### config.mk
export PLATFORM = sky130hd
export DESIGN_NAME = incremental_pid_step
export DESIGN_NICKNAME = d
export VERILOG_FILES = /design/src/rtl/ipid_pkg.sv /design/src/rtl/ipid_mul.sv /design/src/rtl/ipid_ctrl.sv /design/src/rtl/incremental_pid_step.sv
export SDC_FILE = /design/constraint.sdc
export NUM_CORES = 2
export LEC_CHECK = 0
export BUFFER_PORTS_ARGS = -buffer_cell sky130_fd_sc_hd__buf_4
export CORE_UTILIZATION = 54
export DETAILED_ROUTE_END_ITERATION = 10
export PLACE_DENSITY = 0.73
export SETUP_SLACK_MARGIN = 0.5
export SKIP_LAST_GASP = 1
export SYNTH_ARGS = -nofsm -noshare
export SYNTH_HDL_FRONTEND = slang
export SYNTH_SLANG_ARGS = --single-unit
### constraint.sdc
create_clock -name clk_i -period 13 [get_ports clk_i]
set_input_delay 1.3 -clock clk_i [delete_from_list [all_inputs] [get_ports clk_i]]
set_output_delay 1.3 -clock clk_i [all_outputs]
set_load 0.005 [all_outputs]
### src/rtl/ipid_pkg.sv
// Shared types, widths and register indexes for the incremental PID step.
package ipid_pkg;

  localparam int unsigned GainW   = 16;
  localparam int unsigned LimitW  = 15;
  localparam int unsigned DataW   = 16;
  localparam int unsigned ErrW    = 17;
  localparam int unsigned Diff1W  = 18;
  localparam int unsigned Diff2W  = 19;
  localparam int unsigned InnerW  = 37;
  localparam int unsigned LoW     = 18;
  localparam int unsigned SumW    = 54;
  localparam int unsigned AccW    = 32;
  localparam int unsigned FracW   = 16;
  localparam int unsigned MulW    = 20;
  localparam int unsigned ProdW   = 2 * MulW;
  localparam int unsigned CfgIdxW = 2;

  typedef enum logic [CfgIdxW-1:0] {
    REG_PROP_GAIN        = 2'd0,
    REG_INTEGRAL_RATIO   = 2'd1,
    REG_DERIVATIVE_RATIO = 2'd2,
    REG_LIMIT_MAGNITUDE  = 2'd3
  } cfg_reg_e;

  typedef enum logic [2:0] {
    ST_IDLE,
    ST_KI,
    ST_KD,
    ST_IADD,
    ST_LO,
    ST_HI,
    ST_HADD,
    ST_CLAMP
  } state_e;

  typedef enum logic [1:0] {
    MUL_KI_ERR,
    MUL_KD_CURV,
    MUL_KP_LO,
    MUL_KP_HI
  } mul_sel_e;

  typedef struct packed {
    logic     busy;
    mul_sel_e mul_sel;
    logic     inner_load;
    logic     inner_add;
    logic     sum_load;
    logic     sum_add_lo;
    logic     sum_add_hi;
    logic     commit;
  } ctrl_t;

endpackage

### src/rtl/ipid_mul.sv
// Shared signed multiplier with a registered product.
module ipid_mul (
  input  logic                                clk_i,
  input  logic signed [ipid_pkg::MulW-1:0]    a_i,
  input  logic signed [ipid_pkg::MulW-1:0]    b_i,
  output logic signed [ipid_pkg::ProdW-1:0]   prod_o
);
  import ipid_pkg::*;

  logic signed [ProdW-1:0] prod_q;
  logic signed [ProdW-1:0] prod_d;

  assign prod_d = a_i * b_i;

  always_ff @(posedge clk_i) begin
    prod_q <= prod_d;
  end

  assign prod_o = prod_q;

endmodule

### src/rtl/ipid_ctrl.sv
// Sequencer that steps one item through the shared multiplier.
module ipid_ctrl (
  input  logic            clk_i,
  input  logic            rst_ni,
  input  logic            in_valid_i,
  input  logic            out_busy_i,
  output ipid_pkg::ctrl_t ctrl_o
);
  import ipid_pkg::*;

  state_e state_q;
  state_e state_d;

  always_comb begin
    state_d = state_q;
    unique case (state_q)
      ST_IDLE:  if (in_valid_i) state_d = ST_KI;
      ST_KI:    state_d = ST_KD;
      ST_KD:    state_d = ST_IADD;
      ST_IADD:  state_d = ST_LO;
      ST_LO:    state_d = ST_HI;
      ST_HI:    state_d = ST_HADD;
      ST_HADD:  state_d = ST_CLAMP;
      ST_CLAMP: if (!out_busy_i) state_d = ST_IDLE;
      default:  state_d = ST_IDLE;
    endcase
  end

  always_comb begin
    ctrl_o            = '0;
    ctrl_o.busy       = (state_q != ST_IDLE);
    ctrl_o.mul_sel    = MUL_KI_ERR;
    unique case (state_q)
      ST_IDLE: ;
      ST_KI: begin
        ctrl_o.mul_sel    = MUL_KI_ERR;
        ctrl_o.inner_load = 1'b1;
      end
      ST_KD: begin
        ctrl_o.mul_sel   = MUL_KD_CURV;
        ctrl_o.inner_add = 1'b1;
      end
      ST_IADD: ctrl_o.inner_add = 1'b1;
      ST_LO: begin
        ctrl_o.mul_sel  = MUL_KP_LO;
        ctrl_o.sum_load = 1'b1;
      end
      ST_HI: begin
        ctrl_o.mul_sel    = MUL_KP_HI;
        ctrl_o.sum_add_lo = 1'b1;
      end
      ST_HADD:  ctrl_o.sum_add_hi = 1'b1;
      ST_CLAMP: ctrl_o.commit = !out_busy_i;
      default: ;
    endcase
  end

  always_ff @(posedge clk_i or negedge rst_ni) begin
    if (!rst_ni) begin
      state_q <= ST_IDLE;
    end else begin
      state_q <= state_d;
    end
  end

endmodule

### src/rtl/incremental_pid_step.sv
// Top level of the incremental PID step: registers, datapath and output stage.
// Sequence: an accepted input beat registers its error, then the sequencer
//   steps KI, KD, IADD, LO, HI, HADD and CLAMP, and commits when not stalled.
// The single shared 20x20 multiplier, used four times per item under the
//   sequencer, keeps in_stall_o high until the item is committed.
// Reset: asynchronous, active low; clears accumulator, error history, gains
//   (to zero) and the limit (to 32767); no clearing pass is needed.
module incremental_pid_step (
  input  logic                                 clk_i,
  input  logic                                 rst_ni,
  // configuration write port
  input  logic                                 cfg_we_i,
  input  logic [ipid_pkg::CfgIdxW-1:0]         cfg_index_i,
  input  logic [ipid_pkg::GainW-1:0]           cfg_data_i,
  // input beat
  input  logic                                 in_valid_i,
  output logic                                 in_stall_o,
  input  logic signed [ipid_pkg::DataW-1:0]    setpoint_i,
  input  logic signed [ipid_pkg::DataW-1:0]    measured_i,
  // output beat
  output logic                                 out_valid_o,
  input  logic                                 out_stall_i,
  output logic signed [ipid_pkg::DataW-1:0]    drive_o
);
  import ipid_pkg::*;

  // Configuration registers.
  logic [GainW-1:0]  prop_gain_q;
  logic [GainW-1:0]  integral_ratio_q;
  logic [GainW-1:0]  derivative_ratio_q;
  logic [LimitW-1:0] limit_magnitude_q;

  always_ff @(posedge clk_i or negedge rst_ni) begin
    if (!rst_ni) begin
      prop_gain_q        <= '0;
      integral_ratio_q   <= '0;
      derivative_ratio_q <= '0;
      limit_magnitude_q  <= '1;
    end else if (cfg_we_i) begin
      unique case (cfg_reg_e'(cfg_index_i))
        REG_PROP_GAIN:        prop_gain_q        <= cfg_data_i;
        REG_INTEGRAL_RATIO:   integral_ratio_q   <= cfg_data_i;
        REG_DERIVATIVE_RATIO: derivative_ratio_q <= cfg_data_i;
        REG_LIMIT_MAGNITUDE:  limit_magnitude_q  <= cfg_data_i[LimitW-1:0];
        default: ;
      endcase
    end
  end

  // Sequencer.
  ctrl_t ctrl;
  logic  out_valid_q;
  logic  out_busy;
  logic  accept;

  assign out_busy = out_valid_q && out_stall_i;

  ipid_ctrl u_ctrl (
    .clk_i      (clk_i),
    .rst_ni     (rst_ni),
    .in_valid_i (in_valid_i),
    .out_busy_i (out_busy),
    .ctrl_o     (ctrl)
  );

  assign in_stall_o = ctrl.busy;
  assign accept     = in_valid_i && !ctrl.busy;

  // Error history. The incremental update is regrouped as
  //   kp * ( 256*(e-e1) + ki*e + kd*(e - 2*e1 + e2) )
  // so each multiply stays narrow; the kp multiply is split in two halves.
  logic signed [ErrW-1:0]   err_q;
  logic signed [ErrW-1:0]   prev_err_q;
  logic signed [ErrW-1:0]   older_err_q;
  logic signed [Diff1W-1:0] diff1;
  logic signed [Diff2W-1:0] diff2;

  assign diff1 = Diff1W'(err_q) - Diff1W'(prev_err_q);
  assign diff2 = Diff2W'(err_q) - (Diff2W'(prev_err_q) <<< 1) + Diff2W'(older_err_q);

  always_ff @(posedge clk_i) begin
    if (accept) begin
      err_q <= ErrW'(setpoint_i) - ErrW'(measured_i);
    end
  end

  // Shared multiplier operand select.
  logic signed [InnerW-1:0] inner_q;
  logic signed [MulW-1:0]   mul_a;
  logic signed [MulW-1:0]   mul_b;
  logic signed [ProdW-1:0]  prod;

  always_comb begin
    unique case (ctrl.mul_sel)
      MUL_KI_ERR: begin
        mul_a = signed'({4'b0, integral_ratio_q});
        mul_b = MulW'(err_q);
      end
      MUL_KD_CURV: begin
        mul_a = signed'({4'b0, derivative_ratio_q});
        mul_b = MulW'(diff2);
      end
      MUL_KP_LO: begin
        mul_a = signed'({4'b0, prop_gain_q});
        mul_b = signed'({2'b0, inner_q[LoW-1:0]});
      end
      MUL_KP_HI: begin
        mul_a = signed'({4'b0, prop_gain_q});
        mul_b = MulW'(signed'(inner_q[InnerW-1:LoW]));
      end
      default: begin
        mul_a = '0;
        mul_b = '0;
      end
    endcase
  end

  ipid_mul u_mul (
    .clk_i  (clk_i),
    .a_i    (mul_a),
    .b_i    (mul_b),
    .prod_o (prod)
  );

  // Inner sum: load the 256*(e-e1) term, then add the two ratio products.
  always_ff @(posedge clk_i) begin
    if (ctrl.inner_load) begin
      inner_q <= {{(InnerW-Diff1W-8){diff1[Diff1W-1]}}, diff1, 8'b0};
    end else if (ctrl.inner_add) begin
      inner_q <= inner_q + prod[InnerW-1:0];
    end
  end

  // Wide sum: accumulator plus kp times the inner sum, in two halves.
  logic signed [AccW-1:0] acc_q;
  logic signed [SumW-1:0] sum_q;

  always_ff @(posedge clk_i) begin
    if (ctrl.sum_load) begin
      sum_q <= SumW'(acc_q);
    end else if (ctrl.sum_add_lo) begin
      sum_q <= sum_q + SumW'(prod);
    end else if (ctrl.sum_add_hi) begin
      sum_q <= sum_q + {prod[SumW-LoW-1:0], {LoW{1'b0}}};
    end
  end

  // Clamp to +/- limit in Q16.16.
  logic signed [SumW-1:0] bound;
  logic signed [AccW-1:0] acc_clamped;

  assign bound = signed'({{(SumW-LimitW-FracW){1'b0}}, limit_magnitude_q, {FracW{1'b0}}});

  always_comb begin
    priority if (sum_q > bound) begin
      acc_clamped = bound[AccW-1:0];
    end else if (sum_q < -bound) begin
      acc_clamped = AccW'(-bound);
    end else begin
      acc_clamped = sum_q[AccW-1:0];
    end
  end

  // Commit the update: advance the error history and load the output stage.
  always_ff @(posedge clk_i or negedge rst_ni) begin
    if (!rst_ni) begin
      acc_q       <= '0;
      prev_err_q  <= '0;
      older_err_q <= '0;
    end else if (ctrl.commit) begin
      acc_q       <= acc_clamped;
      prev_err_q  <= err_q;
      older_err_q <= prev_err_q;
    end
  end

  logic signed [DataW-1:0] drive_q;

  always_ff @(posedge clk_i or negedge rst_ni) begin
    if (!rst_ni) begin
      out_valid_q <= 1'b0;
    end else if (ctrl.commit) begin
      out_valid_q <= 1'b1;
    end else if (!out_stall_i) begin
      out_valid_q <= 1'b0;
    end
  end

  // Floor of the Q16.16 value is just its upper half.
  always_ff @(posedge clk_i) begin
    if (ctrl.commit) begin
      drive_q <= acc_clamped[AccW-1:FracW];
    end
  end

  assign out_valid_o = out_valid_q;
  assign drive_o     = drive_q;

endmodule

==> run_results.csv <==
group,metric,value,unit
status,status,"complete, no violations",
final_layout,fillers,5644,
synthesis,yosysSeqAreaShare,22.5,%
timing,finalCriticalPeriod,10140,ps
final_layout,nets,4709,
drt,dr.pass1.iters,6,
setup_path,crit_top_cell,"fa_1",
drt,routed.top_layer,"met4",
timing,tightest_slew,1150,ps
clocking,h-tree-depth,2,
timing,tns,0,ps
drt,drt_iter0_markers,3103,
synthesis,syn_area,34700,um^2
timing,slew_violations,0,
synthesis,synthAdderAreaFrac,30.4,%
final_layout,layout_commonest_cell,"inv_1",
synthesis,synth_top_family_by_area,"adder cells",
final_layout,drive_gt1_share,7.64,%
timing,finalHoldViolCount,0,
final_layout,final_cell_mix,"inv_1 (490), nand2_1 (437), ha_1 (408)",
synthesis,synth_simple_gate_area_share,14.6,%
setup_path,cp.required,13460,ps
drt,drt-met1-wl,44000,um
clocking,clock_sinks,297,
setup_path,slowest_delay,700,ps
clocking,clkLatencyLatePin,590,ps
drt,wl_per_cell,21.9,um
clocking,cts_tree,"yes",
worst_hold_path,hold_path_depth,2,
final_layout,area_growth,7.67,%
die,die-area,65200,um^2
clocking,root_buffer,"clkbuf_16",
grt,grt_start_max_net_pins,87,
grt,grtUsageTotal,32.4,%
grt,grt_pass1_vias,28760,
synthesis,ys_types,83,
placement,hpwlAfterDp,82400,um
clocking,cts_buffers,37,
placement,io_buffers,72,
grt,antenna_found_initial,2,
synthesis,ys_ff_latch,297,
setup_path,critPathArrivalTime,10610,ps
worst_hold_path,hp-class,"reg -> reg",
synthesis,synth_xor_area_share,4.77,%
drt,dr_wl_met2,47400,um
clocking,cts_buffer_depth,3,
drt,vias,29800,
grt,grt_pass1_wl,164000,um
die,initial_utilization,54.8,%
drt,ant_nets,0,
drt,met3_length,9880,um
die,die_height,255,um
clocking,cts.clk_slew.worst_paths,60,ps
die,coreArea,63300,um^2
die,rows,92,
setup_path,end_kind,"flop",
setup_path,crit_path_max_fanout,16,
synthesis,netlist_instances,3970,
setup_path,r2r-start,"err_q[2]$_DFFE_PP_",
setup_path,path_class,"reg -> reg",
run,drv_cap,0,
drt,drc,0,
synthesis,synth_async_sr_flop_share,44.8,%
setup_path,reg2reg_depth,34,
die,chipWidth,255,um
synthesis,synth_warnings,0,
synthesis,muxShareOfSynthArea,2.63,%
timing,fin_worst_skew,34.4,ps
timing,grt_setup_unrepaired,"no",
drt,drt-total-wl,106000,um
final_layout,regArea,7790,um^2
synthesis,synth_compound_area_share,18.1,%
timing,timing.final.crit_share,78.0,%
synthesis,synth_nets,4704,
clocking,ctsHoldBuffers,0,
synthesis,synth.avg_cell_area,8.74,um^2
final_layout,multi_input_area,24500,um^2
setup_path,startpoint_type,"flop",
worst_hold_path,hold_path.startpoint,"acc_q[4]$_DFFE_PN0P_",
clocking,cts_setup_buffers,0,
timing,slew_headroom,23.1,%
grt,grt_overflow,0,
clocking,cts_resized,0,
synthesis,synth_edf_count,116,
synthesis,synth_ff_type,"dfrtp_1",
setup_path,slowest_stage,"o31a_1",
die,io_pins,73,
timing,clock.fmax,0.0986,GHz
setup_path,cp-startpoint,"err_q[2]$_DFFE_PP_",
timing,setup_viol,0,
placement,gp_congestion,0.988,
drt,viasPerCell,6.14,
## critical path, delay by kind of cell, from the launching register on
family | cells | cell delay (ps)
and+or+nand+nor | 5 | 980
xor gates and xnor gates | 1 | 110
buffers and inverters | 6 | 350
DFF | 1 | 400
adders and majority gates | 10 | 4660
AOI/OAI and AO/OA | 12 | 3500
## cell type report
cell class                      instances  area share (%)
Clock inverter                         11           0.365
Sequential cell                       297            20.9
Antenna cell                            1         0.00670
Inverter                              492            4.95
Clock buffer                           57            2.87
Tap cell                              846            2.84
Timing Repair Buffer                  129            2.60
Multi-Input combinational cell       3018            65.5
## cells in the mapped netlist (44+ instances only)
master    count  share of area, %
a21oi_1     215               3.1
xor2_1       76               1.9
inv_1       490               5.3
o21ai_0     228               3.3
clkbuf_1    151               1.6
nand2_1     437               4.7
dfxtp_1      48               2.8
xnor2_1     113               2.9
edfxtp_1    116                10
nand3_1      57              0.82
ha_1        408                15
mux2_2       65               2.1
dfrtp_1     118               8.5
nor2_1      272               2.9
a21o_1      138               3.0
fa_1        271                16
and2_1       44              0.79
nor3_1       74               1.1
nand2b_1     44              0.79
## sequential cells by signal, summed over array words and instances (netlist names)
name / flops
limit_magnitude_q: 15
drive_o: 16
prop_gain_q: 16
u_ctrl.state_q: 3
integral_ratio_q: 16
u_mul.prod_o: 40
older_err_q: 17
out_valid_o: 1
acc_q: 32
inner_q: 37
sum_q: 54
derivative_ratio_q: 16
err_q: 17
prev_err_q: 17
## routing by layer
metal	vias up	global-route usage (%)
li1	13730	-
met1	14439	44.0
met2	1375	51.1
met3	256	5.57
met4	0	13.5
met5	-	0
## kinds of logic (layout without fill, tap and decap cells)
kind of cell	count (synthesis)	in the layout
xor+xnor	189	189
buf+inv	655	689
mux	83	83
compound gates	963	963
flops	297	297
other cells	0	1
fa+ha+maj	679	679
simple gates	1104	1104
## worst paths after layout
| kind | end | slack, ps |
|---|---|---|
| max in group asynchronous | derivative_ratio_q[14]$_DFFE_PN0P_ | 10920 |
| hold / removal | acc_q[4]$_DFFE_PN0P_ | 480 |
| hold reg to reg | acc_q[4]$_DFFE_PN0P_ | 480 |
| setup reg to reg | u_mul.prod_o[39]$_DFF_P_ | 2860 |
| min in group asynchronous | acc_q[31]$_DFFE_PN0P_ | 830 |
| setup / recovery | u_mul.prod_o[39]$_DFF_P_ | 2860 |
## through the flow
| step | instances | utilization, % | area, um^2 | worst slack (ps) | hold WS, ps |
|---|---|---|---|---|---|
| after floorplan | 3970 | - | 34700 | 3800 | 450 |
| after global placement | 4782 | 57.1 | 36100 | 3130 | 463 |
| after detailed placement | 4782 | 57.1 | 36100 | 2980 | 470 |
| after CTS | 4850 | 59.0 | 37300 | 2930 | 483 |
| after global routing | 4850 | 59.0 | 37300 | 2300 | 505 |
| final | 4851 | 59.0 | 37300 | 2860 | 481 |
Power is left out: the tool's default activity adds up to more than one toggle a clock period on the data nets, which glitch-free logic cannot reach.
